$ cat config.mk
export PLATFORM = sky130hd
export DESIGN_NAME = miq_ctrl
export DESIGN_NICKNAME = d
export VERILOG_FILES = /design/src/rtl/miq_pkg.sv /design/src/rtl/miq_ctrl.sv
export SDC_FILE = /design/constraint.sdc
export NUM_CORES = 1
export LEC_CHECK = 0
export ABC_AREA = 1
export BUFFER_PORTS_ARGS = -buffer_cell sky130_fd_sc_hd__buf_4
export CAP_MARGIN = 40
export CORE_AREA = 4 4 41 43
export CTS_CLUSTER_DIAMETER = 120
export CTS_CLUSTER_SIZE = 12
export DETAILED_ROUTE_END_ITERATION = 8
export DIE_AREA = 0 0 45 47
export PLACE_DENSITY_LB_ADDON = 0.1
export SLEW_MARGIN = 10
export SYNTH_ARGS = -nofsm -noshare
export SYNTH_HDL_FRONTEND = slang
export SYNTH_SLANG_ARGS = --single-unit
$ cat constraint.sdc
create_clock -name clk -period 1.3 [get_ports clk]
set_input_delay 0.13 -clock clk [delete_from_list [all_inputs] [get_ports clk]]
set_output_delay 0.13 -clock clk [all_outputs]
set_load 0.02 [all_outputs]
$ cat src/rtl/miq_pkg.sv
// Package for the middle insert queue: widths, request and status codes,
// and the command/status structs passed between controller and datapath.
// No dependencies; every other file of the block uses it.
`default_nettype none

package miq_pkg;

  // Defaults for the top-level parameters
  localparam int DEF_CAPACITY    = 1024;
  localparam int DEF_VALUE_WIDTH = 64;

  // Fixed port widths
  localparam int REQ_W    = 2;
  localparam int DATA_W   = 64;
  localparam int STATUS_W = 2;
  localparam int OCC_W    = 11;

  // Request codes
  localparam logic [REQ_W-1:0] REQ_PUSH_TAIL = 2'd0;
  localparam logic [REQ_W-1:0] REQ_PUSH_MID  = 2'd1;
  localparam logic [REQ_W-1:0] REQ_POP       = 2'd2;
  localparam logic [REQ_W-1:0] REQ_UNUSED    = 2'd3;

  // Result status codes
  localparam logic [STATUS_W-1:0] ST_POP_OK    = 2'd0;
  localparam logic [STATUS_W-1:0] ST_POP_EMPTY = 2'd1;
  localparam logic [STATUS_W-1:0] ST_PUSH_FULL = 2'd2;

  // Value reported when nothing was popped
  localparam logic signed [DATA_W-1:0] NONE_VALUE = -64'sd1;

  // Controller to datapath
  typedef struct packed {
    logic capture;  // latch the incoming item
    logic exec;     // first access: reads, pushes, pointer update
    logic finish;   // rebalancing write and result load
  } miq_cmd_t;

  // Datapath to controller
  typedef struct packed {
    logic out_free;  // result register can take a new item this cycle
  } miq_sts_t;

endpackage

`default_nettype wire

$ cat src/rtl/miq_ctrl.sv
// Controller of the middle insert queue: sequences capture, access and finish
// of each item and drives the request ready. Depends on miq_pkg.
`default_nettype none

module miq_ctrl (
  input  wire logic              clk,
  input  wire logic              rst,
  input  wire logic              req_valid,
  output logic                   req_ready,
  input  wire miq_pkg::miq_sts_t sts,
  output miq_pkg::miq_cmd_t      cmd
);

  localparam logic [1:0] S_IDLE = 2'd0;
  localparam logic [1:0] S_EXEC = 2'd1;
  localparam logic [1:0] S_FIN  = 2'd2;

  logic [1:0] state;
  logic [1:0] state_next;

  // Decode state into commands; take a new item when idle or as one finishes
  always_comb begin
    state_next  = state;
    req_ready   = 1'b0;
    cmd.capture = 1'b0;
    cmd.exec    = 1'b0;
    cmd.finish  = 1'b0;
    unique case (state)
      S_IDLE: begin
        req_ready   = 1'b1;
        cmd.capture = req_valid;
        if (req_valid) state_next = S_EXEC;
      end
      S_EXEC: begin
        cmd.exec   = 1'b1;
        state_next = S_FIN;
      end
      S_FIN: begin
        if (sts.out_free) begin
          cmd.finish  = 1'b1;
          req_ready   = 1'b1;
          cmd.capture = req_valid;
          state_next  = req_valid ? S_EXEC : S_IDLE;
        end
      end
      default: state_next = S_IDLE;
    endcase
  end

  always_ff @(posedge clk) begin
    if (rst) state <= S_IDLE;
    else     state <= state_next;
  end

endmodule

`default_nettype wire

# Word level (Yosys, flattened, before mapping)
# Index checks and enable logic that the tools add are counted.
# word_totals
reg_bits	2
in_bits	4
word_cells	17
# op_classes
n_reduce_logical	2
eq_ne	4
mux	10
# op_table
op	count
$pmux 2 s3	1
$mux 1	5
$mux 2	2
$ne 2x2->1 const B	2
$pmux 1 s2	2
$eq 2x1->1 const B	1
$eq 2x2->1 const B	1
$logic_not 2->1	1
$reduce_and 2->1	1

# Logic depth before layout (Yosys ltp)
# logic_depth
ltp_word	3
mapped_depth	4
ltp_nobuf	4

# Worst setup path before layout
# OpenSTA, ideal clock, no wires.
# synth_path
path_type	reg2out
start	reg state[0]
end	out cmd[0] (netlist name)
required_ns	1.170
arrival_time_ns	0.742
n_path_buf	0
slack_ns	0.428
stages_incl_launch_ff	4
cell_sequence	dfxtp_1 -> inv_1 -> nand2_1 -> nor2_1
# synth_rtl
element	line_no	source
from (decl)	miq_ctrl.sv:18	logic [1:0] state;
from (signal assigned)	miq_ctrl.sv:52	else state <= state_next;
to (decl)	miq_ctrl.sv:11	output miq_pkg::miq_cmd_t cmd

==> results_dict.tcl <==
set metrics [dict create \
    status "finished, final reports clean" \
    grt-busiest-layer "met4" \
    grt_pass1_vias 143 \
    io_pins 8 \
    synth.most_common_cell "inv_1" \
    yosys_most_used_dff "dfxtp_1" \
    rsz0062_at_grt "no" \
    post-cts-setup-buffer-count 0 \
    drive_gt1_share_pct 41.4 \
    synth_nets 24 \
    relSlewSlack_pct 90.4 \
    slew_violations 0 \
    synth_compound_area_share_pct 7.37 \
    skew_ps 2.95 \
    path_max_fanout 4 \
    maxCapViolations 0 \
    synthMuxAreaShare_pct 0 \
    dieWidth_um 45 \
    max_flop_register "state" \
    hold_buffers 0 \
    h-tree-depth 1 \
    fin_crit_ps 1090 \
    start_util_pct 9.13 \
    critPathKind "flop to output pin" \
    setup_tns_ps 0 \
    worstPathArrival_ps 960 \
    fin_area_um2 205 \
    cts_resized 0 \
    hold_path.class "input pin to flop" \
    critPathLaunchType "flop" \
    grt_usage_pct 3.94 \
    ys_seq_area_share_pct 33.7 \
    multiInputGateArea_um2 48.8 \
    synth.distinct_cells 7 \
    grt_max_degree 5 \
    fill_cells 172 \
    largest_reg_flops 2 \
    postRouteWirelength_um 294 \
    grt_pass1_wl_um 524 \
    core_area_um2 1300 \
    synth-seq-cells 2 \
    async_reset_ff_share_pct 0 \
    hold_violations 0 \
    end_kind "output pin" \
    drt_iter0_drc 0 \
    path_clk_slew_ps 30 \
    yosys.area.top_type "dfxtp_1" \
    synth_xor_area_share_pct 0 \
    tritoncts "done" \
    dpl_cell_area_um2 183 \
    drc 0 \
    crit_required_ps 1170 \
    setup_viol 0 \
    tightest_slew_ps 144 \
    leakagePower_nw 0.119 \
    synth_top_area_share_pct 33.7 \
    met2_usage_pct 5.37 \
    antenna_cells 0 \
    cts_num_sinks 2 \
    synth_area_leaders "dfxtp_1, inv_1, nand2_1, nor2_1, a21oi_2" \
    row_count 13 \
    r2r_slack_ps 590 \
    overflow 0 \
    ys_top_cells_by_count "inv_1, nand2_1, nor2_1" \
    synth_area_per_cell_um2 5.94 \
    grtUsageMet1_pct 3.39 \
    ys_warn_count 0 \
    place.gp.congestion 0.608 \
    antenna_found_initial 0 \
    design.final.nets 35 \
    synth_top_family_by_area "simple AND/OR/NAND/NOR gates" \
    vias 133 \
    synthToLayoutAreaGrowth_pct 72.6 \
    dieHeight_um 47 \
    power.density_nw_per_um2 1220 \
    grt_use_met3_pct 1.53 \
    ir_drop_v 0.000254 \
    synthAdderAreaFrac_pct 0 \
    synth-simple-area-share_pct 33.7 \
    final_antenna_net_count 0 \
    top_regs "state x2" \
    register_area_um2 40.0 \
    post_drt_wl_per_cell_um 6.68 \
    clockBufferDepth 2 \
    netlist_area_um2 119 \
    avgViaCountPerCell 3.02 \
    clk_latency_ps 220 \
    ctsRootBufferMaster "clkbuf_4" \
    portBuffers 7 \
    fmax_mhz 914 \
    min_period_over_period_pct 84.2 \
    die_area_um2 2120 \
    dp_hpwl_um 231 \
    drt_first_pass_iters 1 \
    syn_inst 20 \
    synth-edff-count 0 \
    cts_made_buffers 3 \
]
[cell usage in the layout (no fill, tap or decap), drive strengths merged]
cell type  count
buf            7
inv            6
nand2          6
nor2           4
clkbuf         3
dfxtp          2
a21oi          1
[stage by stage]
stage | total power, mW | worst slack [ps] | cells | util (%) | hold slack, ps
6_report | 0.251 | 206 | 44 | 15.8 | 77.8
3_5_place_dp | 0.118 | 425 | 41 | 14.0 | 307
2_1_floorplan | 0.0980 | 428 | 20 | - | 202
3_3_place_gp | 0.118 | 416 | 41 | 14.0 | 307
5_1_grt | 0.273 | 117 | 44 | 15.8 | 80.7
4_1_cts | 0.264 | 176 | 44 | 15.8 | 69.2
[path summary, 6_finish.rpt]
kind,start,end,depth (start not counted)
max,state[1]$_SDFFE_PP0P_,cmd[2],4
min,rst,state[0]$_SDFFE_PP0P_,2
max reg2reg,state[1]$_SDFFE_PP0P_,state[0]$_SDFFE_PP0P_,3
min reg2reg,state[0]$_SDFFE_PP0P_,state[1]$_SDFFE_PP0P_,3
[kinds of logic (layout without fill, tap and decap cells)]
family                 Yosys count  in the layout
AND/OR/NAND/NOR                 10             10
buffers and inverters            7             16
flip-flops                       2              2
AO/OA/AOI/OAI                    1              1
[cell type report]
| cell class | count | area share, % |
|---|---|---|
| flip-flops and latches | 2 | 19.5 |
| multi-input cells | 11 | 23.8 |
| inverters | 6 | 11.0 |
| repair buffers | 7 | 25.6 |
| well taps | 15 | 9.15 |
| clock buffers | 3 | 11.0 |
[critical path, stage by stage, from the launching register on]
cell     delay, ps
dfxtp_1        370
nand2_2        100
nand2_1         90
inv_1           40
buf_4          150
[where the power goes]
part	total, mW	internal [mW]	switching (mW)	leakage [nW]
logic	0.0471	0.0216	0.0255	0.0888
clock network	0.135	0.102	0.0332	0.0138
registers	0.0688	0.0656	0.00316	0.0165
[layer usage]
layer | up-vias | share of wire [%]
met3 | 0 | 13
met1 | 55 | 38
met2 | 5 | 49
li1 | 73 | -
met5 | - | 0
met4 | 0 | 0
No activity file was read; power rests on OpenSTA's default activity.
